===== src/design/u8u16_pkg.sv =====
`default_nettype none

package u8u16_pkg;

  // Default depth of the queue between the decoder and the unit emitter.
  localparam int unsigned QueueDepthDef = 4;

  // UTF-16 and Unicode code point constants.
  localparam logic [15:0] SurrHighBase = 16'hD800;
  localparam logic [15:0] SurrLowBase  = 16'hDC00;
  localparam logic [20:0] PlaneBase    = 21'h010000;
  localparam logic [20:0] CodeLimit    = 21'h110000;

  // Number of code units that one decoded byte yields.
  typedef enum logic [1:0] {
    UnitsNone = 2'd0,
    UnitsOne  = 2'd1,
    UnitsTwo  = 2'd2
  } units_e;

  // One queue entry: the work that one input byte leaves for the back end.
  typedef struct packed {
    logic [15:0] unit0;
    logic [15:0] unit1;
    units_e      n_units;
    logic        last;
  } u8u16_entry_t;

endpackage

`default_nettype wire


===== src/design/u8u16_front.sv =====
`default_nettype none

module u8u16_front
  import u8u16_pkg::*;
(
  input  wire logic         clk_i,
  input  wire logic         rst_ni,
  input  wire logic         in_valid_i,
  output logic              in_ready_o,
  input  wire logic [7:0]   in_byte_i,
  input  wire logic         in_last_i,
  output logic              push_valid_o,
  output u8u16_entry_t      push_entry_o,
  input  wire logic         push_ready_i
);

  logic [20:0] pcp_q, pcp_d;
  logic [1:0]  br_q, br_d;
  logic [20:0] cp;
  logic [20:0] cp_offs;
  logic        complete;
  logic        in_fire;
  u8u16_entry_t entry;

  assign in_ready_o = push_ready_i;
  assign in_fire    = in_valid_i && push_ready_i;

  always_comb begin
    pcp_d    = pcp_q;
    br_d     = br_q;
    complete = 1'b0;
    if (br_q != 2'd0) begin
      pcp_d    = {pcp_q[14:0], in_byte_i[5:0]};
      br_d     = br_q - 2'd1;
      complete = (br_q == 2'd1);
    end else if (!in_byte_i[7]) begin
      pcp_d    = {13'd0, in_byte_i};
      complete = 1'b1;
    end else if (in_byte_i[7:5] == 3'b110) begin
      pcp_d = {16'd0, in_byte_i[4:0]};
      br_d  = 2'd1;
    end else if (in_byte_i[7:4] == 4'b1110) begin
      pcp_d = {17'd0, in_byte_i[3:0]};
      br_d  = 2'd2;
    end else if (in_byte_i[7:3] == 5'b11110) begin
      pcp_d = {18'd0, in_byte_i[2:0]};
      br_d  = 2'd3;
    end

    // A string that ends inside a sequence is padded with zero bits.
    if (!complete && in_last_i && (br_d != 2'd0)) begin
      unique case (br_d)
        2'd1:    pcp_d = {pcp_d[14:0], 6'd0};
        2'd2:    pcp_d = {pcp_d[8:0], 12'd0};
        2'd3:    pcp_d = {pcp_d[2:0], 18'd0};
        default: pcp_d = pcp_d;
      endcase
      br_d     = 2'd0;
      complete = 1'b1;
    end

    cp = pcp_d;
    if (complete) begin
      pcp_d = '0;
    end
    if (in_last_i) begin
      pcp_d = '0;
      br_d  = 2'd0;
    end
  end

  assign cp_offs = cp - PlaneBase;

  always_comb begin
    entry.unit0   = '0;
    entry.unit1   = '0;
    entry.n_units = UnitsNone;
    entry.last    = in_last_i;
    if (complete) begin
      if (cp < PlaneBase) begin
        entry.unit0   = cp[15:0];
        entry.n_units = UnitsOne;
      end else if (cp < CodeLimit) begin
        entry.unit0   = SurrHighBase | {6'd0, cp_offs[19:10]};
        entry.unit1   = SurrLowBase | {6'd0, cp[9:0]};
        entry.n_units = UnitsTwo;
      end
    end
  end

  assign push_valid_o = in_fire && ((entry.n_units != UnitsNone) || in_last_i);
  assign push_entry_o = entry;

  always_ff @(posedge clk_i or negedge rst_ni) begin
    if (!rst_ni) begin
      pcp_q <= '0;
      br_q  <= 2'd0;
    end else if (in_fire) begin
      pcp_q <= pcp_d;
      br_q  <= br_d;
    end
  end

endmodule

`default_nettype wire


===== src/design/u8u16_queue.sv =====
`default_nettype none

module u8u16_queue
  import u8u16_pkg::*;
#(
  parameter int unsigned Depth = QueueDepthDef
) (
  input  wire logic         clk_i,
  input  wire logic         rst_ni,
  input  wire logic         push_valid_i,
  input  wire u8u16_entry_t push_entry_i,
  output logic              push_ready_o,
  output logic              pop_valid_o,
  output u8u16_entry_t      pop_entry_o,
  input  wire logic         pop_i
);

  localparam int unsigned PtrW = (Depth > 1) ? $clog2(Depth) : 1;
  localparam int unsigned CntW = $clog2(Depth + 1);

  u8u16_entry_t entries_q [Depth];
  logic [PtrW-1:0] wr_ptr_q, rd_ptr_q;
  logic [CntW-1:0] count_q;
  logic push_fire, pop_fire;

  assign push_ready_o = (count_q != CntW'(Depth));
  assign pop_valid_o  = (count_q != '0);
  assign pop_entry_o  = entries_q[rd_ptr_q];
  assign push_fire    = push_valid_i && push_ready_o;
  assign pop_fire     = pop_i && pop_valid_o;

  always_ff @(posedge clk_i) begin
    if (push_fire) begin
      entries_q[wr_ptr_q] <= push_entry_i;
    end
  end

  always_ff @(posedge clk_i or negedge rst_ni) begin
    if (!rst_ni) begin
      wr_ptr_q <= '0;
      rd_ptr_q <= '0;
      count_q  <= '0;
    end else begin
      if (push_fire) begin
        wr_ptr_q <= (wr_ptr_q == PtrW'(Depth - 1)) ? '0 : wr_ptr_q + 1'b1;
      end
      if (pop_fire) begin
        rd_ptr_q <= (rd_ptr_q == PtrW'(Depth - 1)) ? '0 : rd_ptr_q + 1'b1;
      end
      count_q <= count_q + CntW'(push_fire) - CntW'(pop_fire);
    end
  end

endmodule

`default_nettype wire


===== src/design/u8u16_back.sv =====
`default_nettype none

module u8u16_back
  import u8u16_pkg::*;
(
  input  wire logic         clk_i,
  input  wire logic         rst_ni,
  input  wire logic         head_valid_i,
  input  wire u8u16_entry_t head_entry_i,
  output logic              pop_o,
  output logic              out_valid_o,
  input  wire logic         out_ready_i,
  output logic [15:0]       code_unit_o,
  output logic              unit_valid_o,
  output logic              run_last_o,
  output logic              string_end_o
);

  logic        out_valid_q, out_valid_d;
  logic        phase_q, phase_d;
  logic [15:0] code_unit_q, code_unit_d;
  logic        unit_valid_q, unit_valid_d;
  logic        run_last_q, run_last_d;
  logic        string_end_q, string_end_d;
  logic        load;

  assign load = head_valid_i && (!out_valid_q || out_ready_i);

  always_comb begin
    out_valid_d  = out_valid_q && !out_ready_i;
    phase_d      = phase_q;
    code_unit_d  = code_unit_q;
    unit_valid_d = unit_valid_q;
    run_last_d   = run_last_q;
    string_end_d = string_end_q;
    pop_o        = 1'b0;
    if (load) begin
      out_valid_d  = 1'b1;
      string_end_d = head_entry_i.last;
      unit_valid_d = (head_entry_i.n_units != UnitsNone);
      if (phase_q) begin
        code_unit_d = head_entry_i.unit1;
        run_last_d  = 1'b1;
        phase_d     = 1'b0;
        pop_o       = 1'b1;
      end else begin
        code_unit_d = head_entry_i.unit0;
        if (head_entry_i.n_units == UnitsTwo) begin
          run_last_d = 1'b0;
          phase_d    = 1'b1;
        end else begin
          run_last_d = 1'b1;
          pop_o      = 1'b1;
        end
      end
    end
  end

  always_ff @(posedge clk_i or negedge rst_ni) begin
    if (!rst_ni) begin
      out_valid_q <= 1'b0;
      phase_q     <= 1'b0;
    end else begin
      out_valid_q <= out_valid_d;
      phase_q     <= phase_d;
    end
  end

  always_ff @(posedge clk_i) begin
    code_unit_q  <= code_unit_d;
    unit_valid_q <= unit_valid_d;
    run_last_q   <= run_last_d;
    string_end_q <= string_end_d;
  end

  assign out_valid_o  = out_valid_q;
  assign code_unit_o  = code_unit_q;
  assign unit_valid_o = unit_valid_q;
  assign run_last_o   = run_last_q;
  assign string_end_o = string_end_q;

  // The second half of a surrogate pair waits only on a two-unit head entry.
  a_phase_head: assert property (@(posedge clk_i) disable iff (!rst_ni)
    phase_q |-> (head_valid_i && (head_entry_i.n_units == UnitsTwo)))
    else $error("second unit pending without a two-unit head entry");

  // A bare end marker appears only on the final byte of a string.
  a_marker_end: assert property (@(posedge clk_i) disable iff (!rst_ni)
    (out_valid_q && !unit_valid_q) |-> (string_end_q && run_last_q))
    else $error("end marker without string end");

  // A result that is not the last of its byte is always followed by the low surrogate.
  a_pair_follow: assert property (@(posedge clk_i) disable iff (!rst_ni)
    (out_valid_q && !run_last_q) |-> phase_q)
    else $error("high surrogate shown without a pending low surrogate");

endmodule

`default_nettype wire


===== src/design/utf8_to_utf16_transcoder_unit.sv =====
`default_nettype none

// UTF-8 to UTF-16 transcoder. Bytes enter on the slave stream, one byte per request, with
// tlast on the final byte of a string; UTF-16 code units leave on the master stream. The
// lead byte sets the sequence length, the following bytes are taken as continuation bytes
// without checking and give their low six bits. Code points below 0x10000 give one unit,
// code points up to 0x10FFFF give a high then a low surrogate, larger values and invalid
// lead bytes give nothing. A string cut short inside a sequence is padded with zero bits.
// When the final byte of a string yields no unit, a bare end marker (unit flag low, code
// zero) is sent so that the string end is never lost. The input accepts one byte every
// cycle while the queue between the decoder and the unit emitter has room; the emitter
// sends one unit per cycle from its output register while the output stream is ready, so
// a four-byte sequence gives two units. A byte's entry is written to the queue when the
// byte is accepted and moves into the output register once it is at the head of the queue
// and that register is free. The queue depth (QueueDepth) sets how long the output side
// may stall before input requests are held off. There is no clearing pass after reset.
module utf8_to_utf16_transcoder_unit
  import u8u16_pkg::*;
#(
  parameter int unsigned QueueDepth = QueueDepthDef
) (
  input  wire logic        clk_i,
  input  wire logic        rst_ni,
  // Slave stream: tdata[7:0] = in_byte; tlast = last_byte.
  input  wire logic        s_axis_tvalid_i,
  output logic             s_axis_tready_o,
  input  wire logic [7:0]  s_axis_tdata_i,
  input  wire logic        s_axis_tlast_i,
  // Master stream: tdata[15:0] = code_unit, tdata[16] = run_last, rest zero.
  output logic             m_axis_tvalid_o,
  input  wire logic        m_axis_tready_i,
  output logic [23:0]      m_axis_tdata_o,
  // tuser[0] = unit_valid.
  output logic             m_axis_tuser_o,
  // tlast = string_end.
  output logic             m_axis_tlast_o
);

  u8u16_entry_t push_entry, head_entry;
  logic push_valid, push_ready;
  logic head_valid, pop;
  logic [15:0] code_unit;
  logic run_last;

  // The front end decodes each byte and leaves at most one entry per byte in the queue.
  u8u16_front u_front (
    .clk_i        (clk_i),
    .rst_ni       (rst_ni),
    .in_valid_i   (s_axis_tvalid_i),
    .in_ready_o   (s_axis_tready_o),
    .in_byte_i    (s_axis_tdata_i),
    .in_last_i    (s_axis_tlast_i),
    .push_valid_o (push_valid),
    .push_entry_o (push_entry),
    .push_ready_i (push_ready)
  );

  // The queue decouples byte intake from unit delivery.
  u8u16_queue #(
    .Depth (QueueDepth)
  ) u_queue (
    .clk_i        (clk_i),
    .rst_ni       (rst_ni),
    .push_valid_i (push_valid),
    .push_entry_i (push_entry),
    .push_ready_o (push_ready),
    .pop_valid_o  (head_valid),
    .pop_entry_o  (head_entry),
    .pop_i        (pop)
  );

  // The back end turns each entry into one or two results, one per cycle unless stalled.
  u8u16_back u_back (
    .clk_i        (clk_i),
    .rst_ni       (rst_ni),
    .head_valid_i (head_valid),
    .head_entry_i (head_entry),
    .pop_o        (pop),
    .out_valid_o  (m_axis_tvalid_o),
    .out_ready_i  (m_axis_tready_i),
    .code_unit_o  (code_unit),
    .unit_valid_o (m_axis_tuser_o),
    .run_last_o   (run_last),
    .string_end_o (m_axis_tlast_o)
  );

  assign m_axis_tdata_o = {7'd0, run_last, code_unit};

endmodule

`default_nettype wire

===== config.mk =====
export PLATFORM = sky130hd
export DESIGN_NAME = utf8_to_utf16_transcoder_unit
export DESIGN_NICKNAME = d
export VERILOG_FILES = /design/src/design/u8u16_pkg.sv /design/src/design/u8u16_front.sv /design/src/design/u8u16_queue.sv /design/src/design/u8u16_back.sv /design/src/design/utf8_to_utf16_transcoder_unit.sv
export SDC_FILE = /design/constraint.sdc
export NUM_CORES = 1
export LEC_CHECK = 0
export ABC_AREA = 1
export BUFFER_PORTS_ARGS = -buffer_cell sky130_fd_sc_hd__buf_4
export CAP_MARGIN = 10
export CORE_ASPECT_RATIO = 1.75
export CORE_MARGIN = 2
export CORE_UTILIZATION = 40
export DETAILED_ROUTE_END_ITERATION = 10
export PLACE_DENSITY = 0.54
export SLEW_MARGIN = 25
export SYNTH_ARGS = -nofsm -noshare
export SYNTH_HDL_FRONTEND = slang
export SYNTH_HIERARCHICAL = 1
export SYNTH_SLANG_ARGS = --single-unit

===== constraint.sdc =====
create_clock -name clk_i -period 5.39 [get_ports clk_i]
set_input_delay 0.539 -clock clk_i [delete_from_list [all_inputs] [get_ports clk_i]]
set_output_delay 0.539 -clock clk_i [all_outputs]
set_load 0.005 [all_outputs]

==> results.sh, run 1 <==
export IMPL_slew_headroom_pct=43.9
export IMPL_cts_resized=0
export IMPL_synth_area_per_cell_um2=10.1
export IMPL_start_kind="register"
export IMPL_syn_to_final_growth_pct=10.2
export IMPL_post_drt_wl_per_cell_um=16.6
export IMPL_slowest_stage="dfrtp_1"
export IMPL_synth_area_leaders="edfxtp_1, nand2_1, dfrtp_1"
export IMPL_ant_nets=0
export IMPL_path_clk_slew_ns=0.07
export IMPL_fillers=2131
export IMPL_synth_flop_cell="edfxtp_1"
export IMPL_power_clock_fraction_pct=23.2
export IMPL_cts_tree="built"
export IMPL_via_per_inst=4.96
export IMPL_synth_cell_types=35
export IMPL_r2r_slack_ns=0.76
export IMPL_power_frac_seq_pct=42.9
export IMPL_crit_arrival_ns=4.96
export IMPL_yosysSeqAreaShare_pct=61.0
export IMPL_placed_area_um2=9500
export IMPL_power_leakage_nw=4.23
export IMPL_r2r_end="u_queue/count_q[2]"
export IMPL_root_buffer="clkbuf_16"
export IMPL_min_path_type="in2async"
export IMPL_fp_row_count=73
export IMPL_cts_hold_buf=0
export IMPL_grt_antenna_before_repair=0
export IMPL_worstPathCellList="nor2_8 -> nand2_4 -> nor2_4 -> nand2_2 -> nand2_2 -> nor2_1 -> nor2_2 -> buf_4 -> nand2_1 -> nor2_1 -> nor2_2 -> nor2_4 -> nand2_1 -> nand2_2 -> nand2_1 -> a21oi_1 -> nand2_1 -> ha_1 -> inv_1 -> ha_1 -> inv_1 -> fa_1 -> nand3_1 -> nand2_1"
export IMPL_finalPower_mw=5.34
export IMPL_p_switching_mw=1.93
export IMPL_hpwlAfterDp_um=13500
export IMPL_drive_gt1_share_pct=11.9
export IMPL_critPathBufInv=3
export IMPL_dp_slack_ns=0.696
export IMPL_synth_async_reset_ratio_pct=16.8
export IMPL_die_h_um=204
export IMPL_insertion_delay_ns=0.44
export IMPL_vias=6115
export IMPL_firstDrtPassIters=4
export IMPL_crit_top_cell="nand2_1"
export IMPL_fp_dieW_um=118
export IMPL_worst_pin_slew_ns=0.841
export IMPL_grt_max_degree=89
export IMPL_r2r_start="u_front/br_q[1]"
export IMPL_first_global_vias=5854
export IMPL_max_freq_mhz=216
export IMPL_initial_core_util_pct=40.5
export IMPL_synth_edf_count=159
export IMPL_ys_warn_count=6
export IMPL_synth_top_area_cell="edfxtp_1"
export IMPL_cts_max_level=4
export IMPL_worstPathMaxFanout=16
export IMPL_synth_top_cell_area_share_pct=52.2
export IMPL_coreArea_um2=22600
export IMPL_cap_violations=0
export IMPL_dieArea_um2=24100
export IMPL_syn_inst=909
export IMPL_worst_setup_path_type="reg2reg"
export IMPL_cp_slowest_stage_delay_ns=0.46
export IMPL_cts_buffers=17
export IMPL_grt_setup_unrepaired="false"
export IMPL_slew_violations=0
export IMPL_postCtsSetupBuffers=0
export IMPL_portBuffers=33
export IMPL_status="complete, no violations"
export IMPL_layout_setup_ws_ns=0.759
export IMPL_p_sw_share_pct=36.2
export IMPL_crit_family="simple AND/OR/NAND/NOR gates"
export IMPL_io_pins=41
export IMPL_cp_required_ns=5.72
export IMPL_drcViolationCount=0
export IMPL_regArea_um2=5580
export IMPL_p_per_area_nw_per_um2=530
export IMPL_reg2reg_depth=24
export IMPL_worstSetupEndpointType="register"
export IMPL_grt_pass1_wl_um=32200
export IMPL_antennaDiodeCount=0
export IMPL_syn_area_um2=9150
export IMPL_setup_viol=0
export IMPL_finish_utilization_pct=44.7
export IMPL_nets=942
export IMPL_clock_skew_ns=0.0103
export IMPL_overflow=0
export IMPL_drt_wl_total_um=20500
export IMPL_period_needed_ns=4.63
export IMPL_pwr_share_comb_pct=33.8
export IMPL_globalplace_congestion=0.923
export IMPL_ys_ff_latch=191
export IMPL_internal_power_mw=3.41
export IMPL_finalCritPeriodShare_pct=85.9
export IMPL_multi_input_area_um2=2670
export IMPL_final_cell_area_um2=10100
export IMPL_drtIter0Drc=295
export IMPL_final_hold_violation_count=0
export IMPL_setup_tns_ns=0
export IMPL_track_usage_pct=17.8
export IMPL_clockBufferDepth=2
export IMPL_cts_sinks=191
export IMPL_irDropWorstVdd_uv=208
-- cell type report --
cell class / count / share of cell area [%]
clock buffer: 17 / 4.22
multi-input combinational: 522 / 26.5
timing repair buffer: 44 / 3.28
inverter: 144 / 5.44
clock inverter: 15 / 1.50
tap: 300 / 3.73
sequential: 191 / 55.4
-- synth_stat cells, types with 3 or more instances --
library cell and number:
nand2_1 260, edfxtp_1 159, inv_1 140, o211ai_1 72, nor2_1 43, dfrtp_1 32, nand3_1 30, buf_4 26
o21ai_0 20, o22ai_1 17, buf_2 13, a21oi_1 12, buf_6 11, nand4_1 10, nand2_2 9, clkbuf_1 8
ha_1 8, nor2_2 5, nor2_4 4, o21ai_1 4, inv_2 3, nand2_4 3, o21a_1 3, o21ai_2 3
-- power by group through the flow --
| stage | clock network (mW) | logic [mW] | registers, mW |
|---|---|---|---|
| floorplan | 0 | 1.39 | 2.26 |
| global placement | 0 | 1.82 | 2.33 |
| detailed placement | 0 | 1.83 | 2.33 |
| CTS | 1.27 | 1.83 | 2.30 |
| global route | 1.32 | 2.04 | 2.34 |
| finish | 1.24 | 1.81 | 2.29 |
-- metal layers --
metal / vias up / global-route usage (%) / routed length, um
li1: 3004 / - / -
met1: 2927 / 19.3 / 7990
met2: 127 / 32.1 / 10900
met3: 57 / 2.73 / 602
met4: 0 / 11.2 / 1040
met5: - / 0 / 0
-- stage by stage --
| step | hold WS (ns) | instances |
|---|---|---|
| 2_1_floorplan | 0.243 | 915 |
| 3_3_place_gp | 0.503 | 1201 |
| 3_5_place_dp | 0.483 | 1201 |
| 4_1_cts | 0.0340 | 1233 |
| 5_1_grt | 0.0585 | 1233 |
| 6_report | 0.0413 | 1233 |
-- kinds of logic (layout without fill, tap and decap cells) --
logic type      Yosys count  count (layout)  share of synthesized area, %
compound gates          133             133                          9.75
fa+ha+maj                 9               9                          1.31
buf+inv                 202             220                          10.5
other cells               2               8                        0.0821
xor+xnor                  1               1                        0.0958
simple gates            371             371                          17.3
flops                   191             191                          61.0
-- state kept, by name, indices dropped and copies added (netlist names) --
name,cells
u_back/string_end_o,1
u_front/pcp_q,21
u_back/out_valid_o,1
u_queue/entries_q,140
u_queue/rd_ptr_q,2
u_queue/count_q,3
u_back/run_last_o,1
u_back/code_unit_o,16
u_back/unit_valid_o,1
u_front/br_q,2
u_queue/wr_ptr_q,2
u_back/phase_q,1
-- cells in the final DEF, fill, tap and decap left out, types with 2 or more instances in the layout --
| master | synthesis | layout |
|---|---|---|
| nand2_1 | 260 | 260 |
| edfxtp_1 | 159 | 159 |
| inv_1 | 140 | 140 |
| o211ai_1 | 72 | 72 |
| buf_4 | 26 | 44 |
| nor2_1 | 43 | 39 |
| dfrtp_1 | 32 | 31 |
| nand3_1 | 30 | 30 |
| o21ai_0 | 20 | 20 |
| clkbuf_16 | 0 | 17 |
| o22ai_1 | 17 | 17 |
| a21oi_1 | 12 | 11 |
| nand4_1 | 10 | 10 |
| nand2_2 | 9 | 9 |
| conb_1 | 2 | 8 |
| nor2_4 | 4 | 8 |
| ha_1 | 8 | 8 |
| clkinv_2 | 0 | 5 |
| nor2_2 | 5 | 5 |
| clkinv_1 | 0 | 4 |
| o21ai_1 | 4 | 4 |
| bufinv_16 | 0 | 3 |
| nand2_4 | 3 | 3 |
| o21ai_2 | 3 | 3 |
| inv_2 | 3 | 3 |
| o21a_1 | 3 | 3 |
| or2_2 | 2 | 2 |
| nand3_2 | 2 | 2 |
-- how the worst max path moves through the flow --
stage,from,to,slack [ns],cells after the start
5_1_grt,u_front/br_q[1],u_queue/count_q[2],0.28,24
6_report,u_front/br_q[1],u_queue/count_q[2],0.76,24
3_3_place_gp,s_axis_tdata_i[7],u_queue/count_q[2],0.84,25
2_1_floorplan,s_axis_tdata_i[7],u_queue/entries_q[0][0],1.13,19
3_5_place_dp,s_axis_tdata_i[7],u_queue/count_q[2],0.70,25
4_1_cts,u_front/br_q[1],u_queue/count_q[2],0.76,24
(Power assumes the default switching activity.)
==> run 2: changes to the inputs <==
--- a/config.mk
+++ b/config.mk
@@ -9,7 +9,6 @@
 export BUFFER_PORTS_ARGS = -buffer_cell sky130_fd_sc_hd__buf_4
 export CAP_MARGIN = 10
 export CORE_ASPECT_RATIO = 1.75
-export CORE_MARGIN = 2
 export CORE_UTILIZATION = 40
 export DETAILED_ROUTE_END_ITERATION = 10
 export PLACE_DENSITY = 0.54
==> results.sh, run 2 (synthesized netlist as in run 1, its figures left out) <==
export IMPL_p_per_area_nw_per_um2=525
export IMPL_clock_skew_ns=0.00925
export IMPL_grt_setup_unrepaired="false"
export IMPL_ant_nets=0
export IMPL_initial_core_util_pct=41.1
export IMPL_worst_setup_path_type="reg2reg"
export IMPL_portBuffers=33
export IMPL_cts_sinks=191
export IMPL_period_needed_ns=4.65
export IMPL_dp_slack_ns=0.673
export IMPL_reg2reg_depth=23
export IMPL_track_usage_pct=18.8
export IMPL_drcViolationCount=0
export IMPL_worstPathMaxFanout=14
export IMPL_die_h_um=202
export IMPL_power_frac_seq_pct=43.6
export IMPL_drtIter0Drc=344
export IMPL_irDropWorstVdd_uv=225
export IMPL_r2r_slack_ns=0.74
export IMPL_cts_buffers=17
export IMPL_firstDrtPassIters=5
export IMPL_worst_pin_slew_ns=0.817
export IMPL_fp_dieW_um=116
export IMPL_r2r_end="u_queue/count_q[2]"
export IMPL_p_switching_mw=1.93
export IMPL_min_path_type="in2async"
export IMPL_coreArea_um2=22300
export IMPL_post_place_cells=1196
export IMPL_finalPower_mw=5.28
export IMPL_first_global_vias=5999
export IMPL_drive_gt1_share_pct=12.1
export IMPL_startpoint="u_front/br_q[1]"
export IMPL_setup_viol=0
export IMPL_root_buffer="clkbuf_16"
export IMPL_drt_wl_total_um=20600
export IMPL_final_hold_violation_count=0
export IMPL_r2r_start="u_front/br_q[1]"
export IMPL_max_freq_mhz=215
export IMPL_finalCritPeriodShare_pct=86.3
export IMPL_vias=6169
export IMPL_status="complete, no violations"
export IMPL_largest_reg_flops=140
export IMPL_fp_row_count=72
export IMPL_cts_tree="built"
export IMPL_cts_hold_buf=0
export IMPL_slew_violations=0
export IMPL_worstSetupEndpointType="register"
export IMPL_finalHoldWorstSlack_ns=0.0545
export IMPL_overflow=0
export IMPL_hpwlAfterDp_um=13800
export IMPL_via_per_inst=5.02
export IMPL_multi_input_area_um2=2670
export IMPL_globalplace_congestion=0.928
export IMPL_power_clock_fraction_pct=22.7
export IMPL_layout_setup_ws_ns=0.738
export IMPL_crit_end="u_queue/count_q[2]"
export IMPL_grt_pass1_wl_um=32000
export IMPL_start_kind="register"
export IMPL_crit_arrival_ns=4.97
export IMPL_clockBufferDepth=2
export IMPL_layout_common_cells="nand2_1, edfxtp_1, inv_1"
export IMPL_grt_max_degree=77
export IMPL_regArea_um2=5580
export IMPL_dieArea_um2=23500
export IMPL_post_drt_wl_per_cell_um=16.7
export IMPL_path_clk_slew_ns=0.07
export IMPL_fin_cells=1228
export IMPL_final_common_cell="nand2_1"
export IMPL_p_sw_share_pct=36.6
export IMPL_finish_utilization_pct=45.2
export IMPL_final_cell_area_um2=10100
export IMPL_nets=941
export IMPL_pwr_share_comb_pct=33.8
export IMPL_cts_max_level=4
export IMPL_slew_headroom_pct=45.5
export IMPL_insertion_delay_ns=0.43
export IMPL_fillers=2087
export IMPL_internal_power_mw=3.35
export IMPL_placed_area_um2=9490
export IMPL_power_leakage_nw=4.23
export IMPL_setup_tns_ns=0
export IMPL_syn_to_final_growth_pct=9.90
export IMPL_io_pins=41
export IMPL_cts_resized=0
export IMPL_cp_required_ns=5.71
export IMPL_cap_violations=0
export IMPL_antennaDiodeCount=0
export IMPL_grt_antenna_before_repair=0
export IMPL_postCtsSetupBuffers=0
export IMPL_top_register="u_queue/entries_q"
-- run 2: final cells by class --
class                   count  share of cell area [%]
clock inverters            13                    1.13
flip-flops and latches    191                    55.5
multi-input cells         522                    26.5
repair buffers             43                    3.21
clock buffers              19                    4.51
well taps                 296                    3.68
inverters                 144                    5.45
-- run 2: how the worst min path moves through the flow --
stage / startpoint / endpoint / slack (ns)
global placement: rst_ni / u_front/pcp_q[18] / 0.52
CTS: rst_ni / u_front/pcp_q[11] / 0.06
detailed placement: u_front/pcp_q[5] / u_front/pcp_q[5] / 0.51
finish: rst_ni / u_front/pcp_q[18] / 0.05
global route: rst_ni / u_front/pcp_q[17] / 0.07
floorplan: rst_ni / u_back/out_valid_o / 0.24
-- run 2: power by group through the flow --
| stage | logic (mW) | clock network (mW) | registers (mW) |
|---|---|---|---|
| floorplan | 1.39 | 0 | 2.26 |
| global placement | 1.81 | 0 | 2.33 |
| detailed placement | 1.82 | 0 | 2.34 |
| CTS | 1.82 | 1.23 | 2.31 |
| global route | 2.03 | 1.29 | 2.34 |
| finish | 1.78 | 1.20 | 2.30 |
-- run 2: per-layer routing --
| metal | vias to the layer above | global-route usage [%] | routed length (um) |
|---|---|---|---|
| met5 | - | 0 | 0 |
| met4 | 0 | 9.84 | 776 |
| met1 | 2944 | 20.2 | 7770 |
| met2 | 165 | 34.3 | 11300 |
| li1 | 3014 | - | - |
| met3 | 46 | 3.06 | 716 |
-- run 2: critical path: stages (launching register included) --
cell	delay [ns]
dfrtp_1	0.46
nor2_8	0.25
nand2_4	0.08
nor2_4	0.25
nand2_2	0.11
nand2_2	0.12
nor2_1	0.06
nor2_2	0.39
nand3_1	0.16
nand2_2	0.14
nand2_2	0.08
nor2_4	0.10
nand2_1	0.09
nand2_2	0.19
nand2_1	0.15
a21oi_1	0.36
nand2_1	0.37
ha_1	0.39
inv_1	0.06
ha_1	0.13
inv_1	0.05
fa_1	0.41
nand3_1	0.09
nand2_1	0.06
==> run 3: changes to the inputs <==
==> constraint.sdc (replaced) <==
create_clock -name clk_i -period 4.74 [get_ports clk_i]
set_input_delay 0.474 -clock clk_i [delete_from_list [all_inputs] [get_ports clk_i]]
set_output_delay 0.474 -clock clk_i [all_outputs]
set_load 0.005 [all_outputs]
==> results.sh, run 3 (synthesized netlist as in run 1, its figures left out) <==
export IMPL_status="complete, no violations"
export IMPL_regArea_um2=5580
export IMPL_final_common_cell="nand2_1"
export IMPL_insertion_delay_ns=0.43
export IMPL_grt_antenna_before_repair=1
export IMPL_slew_violations=0
export IMPL_slowest_stage="dfrtp_1"
export IMPL_worst_pin_slew_ns=0.967
export IMPL_p_sw_share_pct=36.8
export IMPL_cp_required_ns=5.07
export IMPL_portBuffers=33
export IMPL_cts_buffers=17
export IMPL_reg2reg_depth=23
export IMPL_nets=946
export IMPL_finalPower_mw=6.06
export IMPL_p_switching_mw=2.23
export IMPL_grt_setup_unrepaired="false"
export IMPL_fp_dieW_um=116
export IMPL_start_kind="register"
export IMPL_track_usage_pct=19.0
export IMPL_period_needed_ns=4.21
export IMPL_drtIter0Drc=384
export IMPL_min_path_type="in2reg"
export IMPL_die_h_um=202
export IMPL_setup_tns_ns=0
export IMPL_path_clk_slew_ns=0.07
export IMPL_p_per_area_nw_per_um2=597
export IMPL_max_freq_mhz=237
export IMPL_hpwlAfterDp_um=13800
export IMPL_holdPathEnd="u_queue/entries_q[2][0]"
export IMPL_top_register="u_queue/entries_q"
export IMPL_power_frac_seq_pct=43.0
export IMPL_cts_sinks=191
export IMPL_worst_setup_path_type="reg2reg"
export IMPL_globalplace_congestion=0.962
export IMPL_hold_depth=1
export IMPL_cts_resized=0
export IMPL_multi_input_area_um2=2670
export IMPL_worstPathCellList="nor2_8 -> nand2_4 -> nor2_4 -> nand2_2 -> nand2_2 -> nor2_1 -> nor2_2 -> nand3_1 -> nand2_2 -> nand2_2 -> nor2_4 -> nand2_1 -> nand2_2 -> nand2_1 -> a21oi_1 -> nand2_1 -> ha_1 -> inv_1 -> ha_1 -> inv_1 -> fa_1 -> nand3_1 -> nand2_1"
export IMPL_dp_slack_ns=0.508
export IMPL_crit_arrival_ns=4.54
export IMPL_placed_area_um2=9570
export IMPL_cap_violations=0
export IMPL_grt_max_degree=102
export IMPL_finalCritPeriodShare_pct=88.9
export IMPL_io_pins=41
export IMPL_internal_power_mw=3.83
export IMPL_layout_setup_ws_ns=0.525
export IMPL_cts_max_level=4
export IMPL_pwr_share_comb_pct=34.5
export IMPL_drcViolationCount=0
export IMPL_initial_core_util_pct=41.1
export IMPL_fillers=2117
export IMPL_cp_slowest_stage_delay_ns=0.47
export IMPL_vias=6086
export IMPL_firstDrtPassIters=4
export IMPL_r2r_start="u_front/br_q[1]"
export IMPL_fp_row_count=72
export IMPL_dieArea_um2=23500
export IMPL_crit_family="simple AND/OR/NAND/NOR gates"
export IMPL_via_per_inst=4.94
export IMPL_final_cell_area_um2=10100
export IMPL_crit_top_cell="nand2_2"
export IMPL_min_from="s_axis_tlast_i"
export IMPL_r2r_slack_ns=0.53
export IMPL_drt_wl_total_um=20400
export IMPL_power_clock_fraction_pct=22.5
export IMPL_drive_gt1_share_pct=12.5
export IMPL_overflow=0
export IMPL_worstPathMaxFanout=12
export IMPL_clock_skew_ns=0.00804
export IMPL_critPathBufInv=2
export IMPL_first_global_vias=6156
export IMPL_final_hold_violation_count=0
export IMPL_slew_headroom_pct=35.6
export IMPL_grt_pass1_wl_um=32700
export IMPL_ant_nets=0
export IMPL_r2r_end="u_queue/count_q[2]"
export IMPL_coreArea_um2=22300
export IMPL_worstSetupEndpointType="register"
export IMPL_syn_to_final_growth_pct=10.9
export IMPL_setup_viol=0
export IMPL_post_drt_wl_per_cell_um=16.6
export IMPL_clockBufferDepth=2
export IMPL_finish_utilization_pct=45.6
export IMPL_irDropWorstVdd_uv=300
export IMPL_largest_reg_flops=140
export IMPL_antennaDiodeCount=0
export IMPL_root_buffer="clkbuf_16"
export IMPL_cts_tree="built"
export IMPL_power_leakage_nw=4.24
export IMPL_layout_common_cells="nand2_1, edfxtp_1, inv_1"
run 3: worst max-delay path by stage:
stage                                  from                      end  slack (ns)  cells past startpoint
after floorplan           s_axis_tdata_i[7]  u_queue/entries_q[0][0]        0.54                     19
after global placement    s_axis_tdata_i[7]       u_queue/count_q[2]        0.59                     24
after detailed placement  s_axis_tdata_i[7]       u_queue/count_q[2]        0.51                     24
after CTS                   u_front/br_q[1]       u_queue/count_q[2]        0.50                     23
after global routing        u_front/br_q[1]       u_queue/count_q[2]        0.05                     23
final                       u_front/br_q[1]       u_queue/count_q[2]        0.53                     23
run 3: cell type report:
type                            count  share of cell area [%]
Tap cell                          296                    3.65
Multi-Input combinational cell    522                    26.3
Timing Repair Buffer               48                    4.07
Clock inverter                     14                    1.33
Sequential cell                   191                    55.0
Clock buffer                       18                    4.23
Inverter                          144                    5.40
run 3: what timing repair did:
item                                   CTS  global route
setup buffers                            0             0
hold buffers                             1             0
endpoints found under the hold margin   15             0
run 3: metal layers:
layer	GRT usage (%)	part of all wire, %	up-vias
met5	0	0.054	-
met2	33.5	53	144
met4	12.1	5.2	2
met1	20.4	38	2867
met3	3.42	3.5	53
li1	-	-	3020
run 3: power groups by stage:
stage	combinational [mW]	clock, mW	sequential (mW)
CTS	2.14	1.40	2.61
global placement	2.12	0	2.64
detailed placement	2.13	0	2.64
global route	2.39	1.46	2.65
floorplan	1.58	0	2.57
finish	2.09	1.36	2.60
run 3: through the flow:
stage	instances	hold slack, ns
5_1_grt	1233	0.316
4_1_cts	1233	0.312
3_3_place_gp	1200	0.449
6_report	1233	0.322
3_5_place_dp	1200	0.457
2_1_floorplan	915	0.178
